File: src/hw/rtl/crx_pkg.sv
// Package for the colour run explorer: word types, register indexes, class codes.
// No dependencies; crx_front, crx_back and color_run_explorer_unit import it.
package crx_pkg;

	localparam int CW = 14;
	typedef logic signed [CW-1:0] crd_t;

	localparam logic OP_WRITE   = 1'b0;
	localparam logic OP_EXPLORE = 1'b1;

	localparam logic [1:0] CLS_NONE   = 2'd0;
	localparam logic [1:0] CLS_ORANGE = 2'd1;
	localparam logic [1:0] CLS_WHITE  = 2'd2;
	localparam logic [1:0] CLS_GREEN  = 2'd3;

	localparam int IDX_W = 3;
	localparam logic [IDX_W-1:0] REG_EXPLORE_STEP   = 3'd0;
	localparam logic [IDX_W-1:0] REG_GRID_STEP      = 3'd1;
	localparam logic [IDX_W-1:0] REG_SKIP_OFFSET    = 3'd2;
	localparam logic [IDX_W-1:0] REG_MIN_SEG_ORANGE = 3'd3;
	localparam logic [IDX_W-1:0] REG_MIN_SEG_WHITE  = 3'd4;

	localparam logic [11:0] SIZE_MAX = 12'd4095;

	typedef struct packed {
		logic       op;
		logic [8:0] pos_x;
		logic [7:0] pos_y;
		logic [1:0] pixel_class;
		logic [1:0] run_color;
		logic [8:0] left_limit;
		logic [8:0] bottom_limit;
		logic [7:0] top_limit;
	} cmd_t;

	typedef struct packed {
		logic [11:0] run_size;
		logic        rejected;
		logic [8:0]  run_end_row;
		logic [7:0]  extent_top;
		logic [8:0]  extent_bottom;
	} res_t;

	typedef struct packed {
		logic [6:0] explore_step;
		logic [4:0] grid_step;
		logic [4:0] skip_offset;
		logic [7:0] min_seg_orange;
		logic [7:0] min_seg_white;
	} cfg_t;

	typedef struct packed {
		logic ram_we;
		logic ram_re;
	} bk_stat_t;

endpackage

File: src/hw/rtl/crx_if.sv
// Channel interfaces of the colour run explorer: command words in, result words out.
// Depends on nothing; fields follow the word layout of crx_pkg.
interface crx_cmd_if;
	logic       valid;
	logic       ready;
	logic       op;
	logic [8:0] pos_x;
	logic [7:0] pos_y;
	logic [1:0] pixel_class;
	logic [1:0] run_color;
	logic [8:0] left_limit;
	logic [8:0] bottom_limit;
	logic [7:0] top_limit;

	modport source (output valid, op, pos_x, pos_y, pixel_class, run_color, left_limit,
		bottom_limit, top_limit, input ready);
	modport sink (input valid, op, pos_x, pos_y, pixel_class, run_color, left_limit,
		bottom_limit, top_limit, output ready);
endinterface


File: src/hw/rtl/crx_front.sv
// Front end: accepts command words and queues them for the back end.
// Depends on crx_pkg and crx_cmd_if.
module crx_front #(
	parameter int DEPTH = 4
) (
	input  logic          clk,
	input  logic          arst_n,
	crx_cmd_if.sink       cmd,
	output logic          q_valid,
	output crx_pkg::cmd_t q_item,
	input  logic          q_pop
);
	import crx_pkg::*;

	localparam int PW = (DEPTH > 1) ? $clog2(DEPTH) : 1;
	localparam int NW = $clog2(DEPTH + 1);

	cmd_t          buf_q [DEPTH];
	logic [PW-1:0] wr_ptr_q, rd_ptr_q;
	logic [NW-1:0] count_q;
	logic          push, pop;
	cmd_t          in_word;

	assign in_word = '{op: cmd.op, pos_x: cmd.pos_x, pos_y: cmd.pos_y,
		pixel_class: cmd.pixel_class, run_color: cmd.run_color, left_limit: cmd.left_limit,
		bottom_limit: cmd.bottom_limit, top_limit: cmd.top_limit};

	assign cmd.ready = (count_q != NW'(DEPTH));
	assign push      = cmd.valid && cmd.ready;
	assign q_valid   = (count_q != '0);
	assign pop       = q_pop && q_valid;
	assign q_item    = buf_q[rd_ptr_q];

	always_ff @(posedge clk) begin
		if (push) begin
			buf_q[wr_ptr_q] <= in_word;
		end
	end

	always_ff @(posedge clk or negedge arst_n) begin
		if (!arst_n) begin
			wr_ptr_q <= '0;
			rd_ptr_q <= '0;
			count_q  <= '0;
		end else begin
			if (push) begin
				wr_ptr_q <= (wr_ptr_q == PW'(DEPTH - 1)) ? '0 : wr_ptr_q + 1'b1;
			end
			if (pop) begin
				rd_ptr_q <= (rd_ptr_q == PW'(DEPTH - 1)) ? '0 : rd_ptr_q + 1'b1;
			end
			if (push && !pop) begin
				count_q <= count_q + 1'b1;
			end else if (pop && !push) begin
				count_q <= count_q - 1'b1;
			end
		end
	end
endmodule

File: src/flat_wrapper.sv
// flat-port wrapper written by rule: the top's interface ports become plain ports
module crx_front_flat import crx_pkg::*;
#(
	parameter int DEPTH = 4
)
  (clk, arst_n, q_valid, q_item, q_pop, cmd_valid, cmd_op, cmd_pos_x, cmd_pos_y, cmd_pixel_class, cmd_run_color, cmd_left_limit, cmd_bottom_limit, cmd_top_limit, cmd_ready);
  crx_cmd_if cmd_i ();
  input  logic clk;
  input  logic arst_n;
  output logic q_valid;
  output crx_pkg::cmd_t q_item;
  input  logic q_pop;
  input wire logic [$bits(cmd_i.valid)-1:0] cmd_valid;
  input wire logic [$bits(cmd_i.op)-1:0] cmd_op;
  input wire logic [$bits(cmd_i.pos_x)-1:0] cmd_pos_x;
  input wire logic [$bits(cmd_i.pos_y)-1:0] cmd_pos_y;
  input wire logic [$bits(cmd_i.pixel_class)-1:0] cmd_pixel_class;
  input wire logic [$bits(cmd_i.run_color)-1:0] cmd_run_color;
  input wire logic [$bits(cmd_i.left_limit)-1:0] cmd_left_limit;
  input wire logic [$bits(cmd_i.bottom_limit)-1:0] cmd_bottom_limit;
  input wire logic [$bits(cmd_i.top_limit)-1:0] cmd_top_limit;
  output wire logic [$bits(cmd_i.ready)-1:0] cmd_ready;
  assign cmd_i.valid = cmd_valid;
  assign cmd_i.op = cmd_op;
  assign cmd_i.pos_x = cmd_pos_x;
  assign cmd_i.pos_y = cmd_pos_y;
  assign cmd_i.pixel_class = cmd_pixel_class;
  assign cmd_i.run_color = cmd_run_color;
  assign cmd_i.left_limit = cmd_left_limit;
  assign cmd_i.bottom_limit = cmd_bottom_limit;
  assign cmd_i.top_limit = cmd_top_limit;
  assign cmd_ready = cmd_i.ready;
  crx_front #(.DEPTH(DEPTH)) u_core (.clk(clk), .arst_n(arst_n), .cmd(cmd_i), .q_valid(q_valid), .q_item(q_item), .q_pop(q_pop));
endmodule
File: config.mk
export PLATFORM = sky130hd
export DESIGN_NAME = crx_front_flat
export DESIGN_NICKNAME = d
export VERILOG_FILES = /design/src/hw/rtl/crx_pkg.sv /design/src/hw/rtl/crx_if.sv /design/src/hw/rtl/crx_front.sv /design/src/flat_wrapper.sv
export SDC_FILE = /design/constraint.sdc
export NUM_CORES = 1
export LEC_CHECK = 0
export BUFFER_PORTS_ARGS = -buffer_cell sky130_fd_sc_hd__clkbuf_2
export CORE_MARGIN = 4
export CORE_UTILIZATION = 45
export DETAILED_ROUTE_END_ITERATION = 10
export RECOVER_POWER = 100
export SETUP_SLACK_MARGIN = 0.15
export SYNTH_ARGS = -nofsm -noshare
export SYNTH_HDL_FRONTEND = slang
export SYNTH_SLANG_ARGS = --single-unit
File: constraint.sdc
create_clock -name clk -period 3.39 [get_ports clk]
set_input_delay 0.339 -clock clk [delete_from_list [all_inputs] [get_ports clk]]
set_output_delay 0.339 -clock clk [all_outputs]
set_load 0.02 [all_outputs]
After elaboration in Yosys (flattened, before gate mapping)

Memories as Yosys holds them, arrays and structs flattened.
Cells that the tools add are included.

Flip-flop bits (word level): 7
Memory bits (writable): 192
Output and inout port bits: 50
Memories kept: 1

Add/subtract/negate cells: 4
Equal/unequal tests: 3
Multiplexer cells: 6
Reduce and logical (&&, ||, !) cells: 8

Memory list:

| name         | depth | width | read ports | clocked after Yosys merged registers in | write ports | line            | source |
|---|---|---|---|---|---|---|---|
| u_core.buf_q | 4     | 48    | 1          | 0                                       | 1           | crx_front.sv:18 | `cmd_t buf_q [DEPTH];` |

Operators by type and width:

| kind                | number |
|---|---|
| $mux 3              | 2 |
| $add 2x1->2 const B | 2 |
| $eq 2x2->1 const B  | 2 |
| $logic_and 1x1->1   | 4 |
| $mux 2              | 2 |
| $add 3x1->3 const B | 1 |
| $ne 3x3->1 const B  | 1 |
| $reduce_bool 3->1   | 1 |
| $sub 3x1->3 const B | 1 |
| $logic_not 1->1     | 2 |
| $mux 1              | 2 |
| $reduce_bool 2->1   | 1 |

Depth between registers and ports, before layout

Gate-level depths: netlist of the first run.

Word-level depth: 6
Gate-level depth with buffers: 8

Worst setup path before layout of the first run

Ideal clock, no wire load.

Path type: register to register
From: reg u_core.count_q[0]
To: reg u_core.count_q[2]
Library setup time: 79 ps
Arrival time: 2114 ps
Data required time: 3311 ps
Setup slack: 1197 ps
Cell stages (with the launch flop): 9
Cell sequence: dfrtp_1 -> or3_2 -> nand2_1 -> ha_1 -> inv_1 -> fa_1 -> xor2_1 -> nor2_1 -> xor2_1

Longest elaborated chain between the ends: 5
Elaborated cells between the ends (all ways): 13
Those cells by class: add/sub (2); eq/ne (1); mux (2); reduce/logical (8)

Ends and longest elaborated chain:

| element                                     | line               | source |
|---|---|---|
| start: declaration                          | crx_front.sv:20    | `logic [NW-1:0] count_q;` |
| start signal: assignment                    | crx_front.sv:53    | `count_q <= count_q + 1'b1;` |
| start signal: assignment                    | crx_front.sv:55    | `count_q <= count_q - 1'b1;` |
| $reduce_bool 3->1 (*)                       | crx_front.sv:30    | `assign q_valid = (count_q != '0);` |
| net q_valid                                 | flat_wrapper.sv:10 | `output logic q_valid;` |
| $logic_and 1x1->1 (*)                       | crx_front.sv:31    | `assign pop = q_pop && q_valid;` |
| $logic_not 1->1                             | crx_front.sv:52    | `if (push && !pop) begin` |
| $logic_and 1x1->1                           | crx_front.sv:52    |  |
| $mux 3 or $reduce_bool 2->1 (tied branches) | -                  |  |

Mark *: on every way through the listed nets, which the timed path passes. The rest lies on a longest branch. The select of a mux whose other input is x is not followed.
A chain may end at the register's enable or synchronous reset.

Worst setup path in the final report of the first run

From: reg u_core.count_q[2]
To: mem u_core.buf_q[3][1] (netlist name) (enable)

Longest elaborated chain between the ends: 4

Ends and longest elaborated chain:

| element                      | line            | source |
|---|---|---|
| $ne 3x3->1                   | crx_front.sv:28 | `assign cmd.ready = (count_q != NW'(DEPTH));` |
| $logic_and 1x1->1            | crx_front.sv:29 | `assign push = cmd.valid && cmd.ready;` |
| $mux 1                       | crx_front.sv:35 | `if (push) begin` |
| $mux 1 (not written as such) | crx_front.sv:36 | `buf_q[wr_ptr_q] <= in_word;` |
| end: declaration             | crx_front.sv:18 |  |

Every way passes these cells.

==> reports/metrics.cfg, run 1 <==
[finish]
syn2layout_area_growth_pct = 17.27
mostFrequentLayoutCells = edfxtp_1 (192), clkbuf_1 (104), mux4_2 (48), clkbuf_16 (17), ha_1 (6)
mostFrequentLayoutCell = edfxtp_1
nFillCells = 1289
drive_gt1_share_pct = 22.14
nets = 466
antenna_cells = 0
regArea_sq_um = 5946
multi_input_area_sq_um = 1331

[hold_path]
hold_path_class = in2reg

[cts]
cts_tree = built
cts_hold_buf = 1
worstSkewPairLatency_ns = 0.42
cts_buffers = 17
max-clock-path-buffers = 2
clkSinkCount = 199
h-tree-depth = 4
cts_resized = 0
cts_root_buf = clkbuf_16
path_clk_slew_ns = 0.06
post_cts_buffers = 0

[power_and_ir_drop]
power_switching_mw = 2.486
power_frac_comb_pct = 29.6
ir_drop_mv = 0.4174
p_per_area_nw_per_um2 = 909.7
clock_power_share_pct = 25.4
internal_power_mw = 5.350
p_seq_share_pct = 45.0
p_leak_nw = 2.739
switching_share_pct = 31.72

[place]
gp_congestion = 0.6869
dp_hpwl_um = 8042
portBuffers = 101

[sta]
hold_viol = 0
rsz0062_at_grt = false
fmax_mhz = 353.0
tightestPinTransition_ns = 1.843
fin_crit_ns = 2.833
relSlewSlack_pct = -22.85
setup_viol = 0
fin_crit_sh_pct = 83.56
maxSlewViolCount = 35
fin_skew_ns = 0.006872
tns_ns = 0
hold_ws_ns = 0.1618

[worst_setup_path]
cp_max_fo = 34
critPathBufInv = 1
path_cells = or3b_1 > and3_1 > buf_4
worstPathRequired_ns = 3.51
worst-setup-path-type = reg2reg
critPathMaxStageDelay_ns = 1.44
startpoint_type = flip-flop
cp_slowest_cell = and3_1
reg2reg_setup_slack_ns = 0.56
setup.worst_path.end_class = flip-flop
cp.arrival_ns = 2.95
worst_path_dominant_cell_family = simple AND/OR/NAND/NOR gates

[floorplan]
die_w_um = 135.8
fp-row-count = 46
num_io_pins = 102
core_sq_um = 15940
initial_utilization_pct = 46.07
design.die.area_sq_um = 18430
die_h_um = 135.8

[grt]
overflow = 0
grt_pass1_vias = 3574
grt_pass1_wl_um = 20420
grt_max_degree = 35
antenna_found_initial = 0
grt_use_total_pct = 15.27

[flow_run]
cap_violations = 1

[synthesis]
ys_warn_count = 0
avgSynthCellArea_sq_um = 25.59
ys_seq_elements = 199
seq_area_frac_synth_pct = 80.89
syn_nets = 346
synth_area_sq_um = 7345
synth_cells = 287
yosysUniqueCellTypes = 19

[outcome]
violations = max-capacitance violations, max-slew violations
outcome = complete, but fails checks

[routing]
drt-total-wl_um = 13010
ant_nets = 0
wl_per_cell_um = 20.45
vias = 3340
viasPerCell = 5.252
first_pass_iters = 6
drt_iter0_drc = 189
drc = 0

==> cell type report <==
| type | instances | share of cell area [%] |
|---|---|---|
| well taps | 216 | 3.138 |
| inverters | 3 | 0.1307 |
| multi-input cells | 74 | 15.46 |
| clock inverters | 15 | 1.845 |
| repair buffers | 112 | 5.462 |
| clock buffers | 17 | 4.939 |
| flip-flops and latches | 199 | 69.03 |
==> state kept, by name, summed over array words and instances (netlist names) <==
name / count
u_core.wr_ptr_q: 2
u_core.buf_q: 192
u_core.rd_ptr_q: 2
u_core.count_q: 3
==> final timing paths <==
check                                            endpoint                           from  cells past startpoint
max in group asynchronous  u_core.rd_ptr_q[0]$_DFFE_PN0P_                         arst_n                      2
max                          u_core.buf_q[3][1]$_DFFE_PP_  u_core.count_q[2]$_DFFE_PN0P_                      3
max reg2reg                  u_core.buf_q[3][1]$_DFFE_PP_  u_core.count_q[2]$_DFFE_PN0P_                      3
min in group asynchronous  u_core.wr_ptr_q[0]$_DFFE_PN0P_                         arst_n                      2
min                         u_core.buf_q[0][42]$_DFFE_PP_                   cmd_pos_x[4]                      1
min reg2reg                 u_core.count_q[2]$_DFFE_PN0P_  u_core.count_q[2]$_DFFE_PN0P_                      1
==> worst reg2reg max path, stage by stage (launching register included) <==
cell	delay (ns)
dfrtp_1	0.40
or3b_1	0.28
and3_1	1.45
buf_4	0.41
==> metal layers <==
layer,routed length (um),part of all wire [%],track usage (%),vias up
met4,140,1.1,4.367,0
met1,5580,43,20.54,1774
li1,-,-,-,1462
met3,740,5.7,5.015,15
met5,0,0,0,-
met2,6547,50,24.17,89
==> cells in the mapped netlist, drive strengths merged <==
master    n  area [sq um]
xor2      2         17.52
or3       1         7.510
mux2      5         63.81
and2      1         8.760
inv       3         11.26
fa        1         20.02
buf      11         53.80
edfxtp  192          5766
or3b      1         11.26
xnor2     1         8.760
and3      4         30.03
dfrtp     7         175.2
mux4     48          1081
nor2      3         11.26
nand2     1         3.750
ha        6         75.07
==> per-stage QoR <==
| stage | power [mW] | setup WS [ns] | cells | utilization [%] | cell area [sq um] |
|---|---|---|---|---|---|
| after global routing | 8.249 | 0.3197 | 636 | 54.03 | 8613 |
| after floorplan | 5.215 | 1.197 | 287 | - | 7345 |
| after global placement | 6.075 | 1.168 | 603 | 51.26 | 8172 |
| after detailed placement | 6.109 | 1.149 | 603 | 51.26 | 8172 |
| after CTS | 8.098 | 0.7300 | 636 | 54.98 | 8766 |
| final | 7.835 | 0.5573 | 636 | 54.03 | 8613 |
==> power by group through the flow <==
stage | clock network [mW] | registers (mW) | logic, mW
2_1_floorplan | 0 | 3.39 | 1.82
3_3_place_gp | 0 | 3.57 | 2.51
3_5_place_dp | 0 | 3.59 | 2.52
4_1_cts | 2.04 | 3.54 | 2.52
5_1_grt | 2.14 | 3.59 | 2.52
6_report | 1.99 | 3.52 | 2.32
==> logic make-up (layout without fill, tap and decap cells) <==
kind of cell	count (synthesis)	count (layout)	share of synthesized area, %
DFF	199	199	80.89
adders and majority gates	7	7	1.295
and+or+nand+nor	11	11	0.9881
xor gates and xnor gates	3	3	0.3578
muxes	53	53	15.59
buffers and inverters	14	147	0.8858
No activity file was read; power rests on OpenSTA's default activity.
==> inputs of run 2 (changes only) <==
ABC_AREA = 1   (was unset)
clock period = 2.85 ns   (was 3.39 ns; I/O delays follow)
==> reports/metrics.cfg, run 2 <==
[outcome]
outcome = finished, final reports clean

[synthesis]
syn_nets = 679
ys_warn_count = 0
yosysUniqueCellTypes = 18
seq_area_frac_synth_pct = 72.22
synth_edf_count = 192
ys_seq_elements = 199
yosysMostFrequentCell = edfxtp_1
synth.largest_area_cell = edfxtp_1
synth_area_sq_um = 8225
synthFlopType = edfxtp_1
synth_common_cells = edfxtp_1 (192), nand2_1 (159), inv_1 (109)
synth_top_area_share_pct = 70.09
avgSynthCellArea_sq_um = 13.27
synth_area_leaders = edfxtp_1 (70%), nand2_1 (7.3%), o211ai_1 (7.1%), inv_1 (5.0%), o211ai_2 (2.7%)
async_reset_ff_share_pct = 3.518
synth_cells = 620

[sta]
tns_ns = 0
fin_crit_sh_pct = 87.94
maxSlewViolCount = 0
hold_ws_ns = 0.1115
fmax_mhz = 399.0
relSlewSlack_pct = 30.69
fin_crit_ns = 2.506
hold_viol = 0
rsz0062_at_grt = false
setup_viol = 0
tightestPinTransition_ns = 1.038
fin_ws_ns = 0.3437
fin_skew_ns = 0.007313

[place]
pre_cts_ws_ns = 0.6594
gp_congestion = 0.6910
portBuffers = 101
dp.cells = 929
dp_hpwl_um = 9625

[grt]
grt_max_degree = 85
antenna_found_initial = 1
grt_use_total_pct = 15.98
overflow = 0
grt_pass1_wl_um = 24830
grt_pass1_vias = 4732

[cts]
max-clock-path-buffers = 2
cts_buffers = 17
cts_resized = 0
cts_tree = built
clkSinkCount = 199
cts_root_buf = clkbuf_16
worstSkewPairLatency_ns = 0.42
path_clk_slew_ns = 0.07
post_cts_buffers = 0
cts_hold_buf = 1
h-tree-depth = 4

[finish]
utilization_pct = 51.83
largest_reg_flops = 192
drive_gt1_share_pct = 9.277
antenna_cells = 0
nets = 779
top_register = u_core.buf_q
mostFrequentLayoutCells = edfxtp_1 (192), nand2_1 (159), inv_1 (109), clkbuf_1 (100), o211ai_1 (78)
syn2layout_area_growth_pct = 13.19
finalNonFillerCells = 962
reg.largest.list = u_core.buf_q (192), u_core.count_q (3)
mostFrequentLayoutCell = edfxtp_1

[floorplan]
initial_utilization_pct = 45.79
design.die.area_sq_um = 20510
num_io_pins = 102
core_sq_um = 17960
die_w_um = 143.2
die_h_um = 143.2
fp-row-count = 49

[power_and_ir_drop]
p_per_area_nw_per_um2 = 1052
p_leak_nw = 3.485
ir_drop_mv = 0.5257

[routing]
ant_nets = 0
drt-total-wl_um = 15600
drt_iter0_drc = 315
wl_per_cell_um = 16.21
first_pass_iters = 4
viasPerCell = 4.956
vias = 4768
drc = 0

[worst_setup_path]
reg2reg_setup_slack_ns = 0.34
worstPathRequired_ns = 2.96
setup.worst_path.end_class = flip-flop
cp_slowest_cell = nor2_1
cp_max_fo = 15
critPathMaxStageDelay_ns = 0.85
startpoint_type = flip-flop
path_cells = inv_1 > nand3_1 > nand2_1 > nor2_1 > buf_4
worst-setup-path-type = reg2reg
cp.arrival_ns = 2.61

[hold_path]
hold_path_class = in2reg

[flow_run]
cap_violations = 0

[run 2: cell types whose count changed after synthesis, sizes merged, moves of 3 or more]
cell    change
nand2     +158
inv       +107
o211ai     +96
mux4       -48
buf        +21
nand3       +7
mux2        -5
and3        -4
nor2        +3
[run 2: path summary, 6_finish.rpt]
check                                                    from                        endpoint  cells past startpoint
worst max register to register  u_core.count_q[1]$_DFFE_PN0P_   u_core.buf_q[0][19]$_DFFE_PP_                      5
max in group asynchronous                              arst_n  u_core.rd_ptr_q[0]$_DFFE_PN0P_                      2
worst min register to register  u_core.count_q[2]$_DFFE_PN0P_   u_core.count_q[2]$_DFFE_PN0P_                      2
worst min-delay path                             cmd_pos_x[2]   u_core.buf_q[3][40]$_DFFE_PP_                      1
worst max-delay path            u_core.count_q[1]$_DFFE_PN0P_   u_core.buf_q[0][19]$_DFFE_PP_                      5
min in group asynchronous                              arst_n   u_core.count_q[2]$_DFFE_PN0P_                      2
[run 2: kinds of logic (layout without fill, tap and decap cells)]
group / Yosys count / in the layout / share of synthesized area [%]
adder cells (fa/ha/maj): 7 / 7 / 1.156
buffers and inverters: 143 / 256 / 8.564
XOR/XNOR: 1 / 1 / 0.1065
AND/OR/NAND/NOR: 173 / 173 / 8.032
flip-flops: 199 / 199 / 72.22
AO/OA/AOI/OAI: 97 / 97 / 9.918
[run 2: layout make-up]
type | instances | area, sq um
Sequential cell | 199 | 5946
Timing Repair Buffer | 114 | 520.5
Clock inverter | 15 | 121.4
Fill cell | 1618 | 8653
Inverter | 110 | 412.9
Tap cell | 229 | 286.5
Multi-Input combinational cell | 278 | 1598
Clock buffer | 17 | 425.4
[run 2: critical path: cells and delay by family, from the launching register on]
family,cells,cell delay [ns]
AND/OR/NAND/NOR,3,1.26
flip-flops,1,0.40
buffers and inverters,2,0.52
[run 2: layer usage]
metal	wire (um)	vias up	global-route usage [%]
li1	-	2342	-
met1	6825	2312	20.09
met2	7778	89	26.81
met3	671	23	4.220
met4	307	2	5.803
met5	13	-	0
[run 2: power breakdown]
part / total (mW) / internal (mW) / switching, mW
Clock: 2.19 / 1.13 / 1.06
Combinational: 3.54 / 0.976 / 2.57
Sequential: 4.06 / 3.85 / 0.207
Total: 9.80 / 5.96 / 3.84
[run 2: through the flow]
step | cell area (sq um) | total power, mW
3_3_place_gp | 8914 | 7.801
2_1_floorplan | 8225 | 6.862
3_5_place_dp | 8914 | 7.911
4_1_cts | 9470 | 10.11
5_1_grt | 9310 | 10.42
6_report | 9310 | 9.797
==> inputs of run 3 (changes only) <==
--- a/config.mk
+++ b/config.mk
@@ -9,5 +9,5 @@
 export BUFFER_PORTS_ARGS = -buffer_cell sky130_fd_sc_hd__clkbuf_2
 export CORE_MARGIN = 4
-export CORE_UTILIZATION = 45
+export CORE_UTILIZATION = 25
 export DETAILED_ROUTE_END_ITERATION = 10
 export RECOVER_POWER = 100
==> constraint.sdc (replaced) <==
create_clock -name clk -period 2.85 [get_ports clk]
set_input_delay 0.285 -clock clk [delete_from_list [all_inputs] [get_ports clk]]
set_output_delay 0.285 -clock clk [all_outputs]
set_load 0.005 [all_outputs]
==> reports/metrics.cfg, run 3 (synthesis results as in run 2) <==
[worst_setup_path]
cp_max_fo = 24
startpoint_type = flip-flop
worst-setup-path-type = reg2out
cp_slowest_cell = dfrtp_2
cp_common_cell = clkbuf_2
cp.arrival_ns = 2.19
setup.worst_path.end_class = primary output
worstPathRequired_ns = 2.57
critPathMaxStageDelay_ns = 0.59
path_cells = inv_1 > clkbuf_2 > o211ai_1 > nand2_1 > clkbuf_2

[cts]
clkSinkCount = 199
worstSkewPairLatency_ns = 0.44
cts_root_buf = clkbuf_16
path_clk_slew_ns = 0.08
cts_buffers = 17
cts_resized = 0
cts_tree = built
max-clock-path-buffers = 2
cts_hold_buf = 1
post_cts_buffers = 0
h-tree-depth = 4

[floorplan]
core_sq_um = 32540
design.die.area_sq_um = 35870
die_w_um = 189.4
fp-row-count = 66
die_h_um = 189.4
initial_utilization_pct = 25.28
num_io_pins = 102

[finish]
multi_input_area_sq_um = 1590
finalNonFillerCells = 1183
top_register = u_core.buf_q
mostFrequentLayoutCell = edfxtp_1
nets = 787
antenna_cells = 0
largest_reg_flops = 192
mostFrequentLayoutCells = edfxtp_1 (192), nand2_1 (159), inv_1 (110), o211ai_1 (81), clkbuf_1 (80)
syn2layout_area_growth_pct = 17.84
reg.largest.list = u_core.buf_q (192), u_core.count_q (3)
drive_gt1_share_pct = 12.69
nFillCells = 3385
regArea_sq_um = 5946

[outcome]
outcome = finished, final reports clean

[place]
portBuffers = 101
dp_hpwl_um = 10690
gp_congestion = 0.6924
dp.cells = 1150

[routing]
drt_iter0_drc = 195
drc = 0
first_pass_iters = 4
vias = 4719
viasPerCell = 3.989
ant_nets = 0
wl_per_cell_um = 14.06
drt-total-wl_um = 16630

[power_and_ir_drop]
ir_drop_mv = 0.4684
report.power.total_mw = 9.548
p_leak_nw = 3.625
p_per_area_nw_per_um2 = 985.0

[sta]
tns_ns = 0
rsz0062_at_grt = false
fin_crit_sh_pct = 86.93
fmax_mhz = 403.6
hold_viol = 0
relSlewSlack_pct = 21.35
fin_crit_ns = 2.477
hold_ws_ns = 0.1004
fin_skew_ns = 0.01310
maxSlewViolCount = 0
setup_viol = 0
tightestPinTransition_ns = 1.180

[grt]
overflow = 0
grt_max_degree = 55
antenna_found_initial = 2
grt_use_total_pct = 9.519
grt_pass1_wl_um = 26080
grt_pass1_vias = 4734

[hold_path]
hold_path_class = in2reg

[flow_run]
cap_violations = 0

## run 3: cell types whose count changed in the layout (fill, tap and decap cells not counted), sizes merged
cell,before,now
clkbuf,122,128
bufinv,0,2
clkinvlp,6,0
buf,8,12
inv,115,117
## run 3: final timing paths
path                                                start  slack [ns]  depth (start not counted)                              to
setup reg to reg            u_core.count_q[0]$_DFFE_PN0P_        0.47                          5   u_core.buf_q[0][34]$_DFFE_PP_
min in group asynchronous                          arst_n        0.28                          2  u_core.rd_ptr_q[0]$_DFFE_PN0P_
setup / recovery           u_core.rd_ptr_q[1]$_DFFE_PN0P_        0.37                          5                      q_item[18]
max in group asynchronous                          arst_n        2.24                          2  u_core.rd_ptr_q[0]$_DFFE_PN0P_
hold reg to reg             u_core.count_q[2]$_DFFE_PN0P_        0.50                          2   u_core.count_q[2]$_DFFE_PN0P_
hold / removal                               cmd_pos_y[7]        0.10                          1   u_core.buf_q[0][37]$_DFFE_PP_
## run 3: final cells by class
class	count	share of cell area [%]
Tap cell	442	5.705
Clock buffer	19	4.466
Multi-Input combinational cell	278	16.41
Timing Repair Buffer	122	6.170
Clock inverter	13	1.652
Sequential cell	199	61.34
Inverter	110	4.260
## run 3: metal layers
layer / track usage, % / wire length (um)
met5: 0 / 27
met4: 3.311 / 240
met3: 2.987 / 759
met2: 15.91 / 8090
met1: 11.68 / 7511
## run 3: metrics by stage
stage	cell area (sq um)	utilization (%)	setup slack [ns]
after CTS	9831	30.21	0.4596
after floorplan	8225	-	-0.3725
after detailed placement	9228	28.36	0.6893
after global routing	9693	29.79	0.1557
final	9693	29.79	0.3726
after global placement	9228	28.36	0.7534
## run 3: critical path, delay by kind of cell (launching register included)
kind | cells | cell delay (ns)
AOI/OAI and AO/OA | 1 | 0.21
buffers and inverters | 3 | 0.79
DFF | 1 | 0.59
and+or+nand+nor | 1 | 0.13
## run 3: power by group
part | total (mW) | internal [mW] | switching (mW) | leakage (nW)
combinational | 2.94 | 1.08 | 1.86 | 1.49
sequential | 4.17 | 3.85 | 0.317 | 1.84
clock | 2.43 | 1.33 | 1.11 | 0.293
total | 9.55 | 6.26 | 3.28 | 3.63
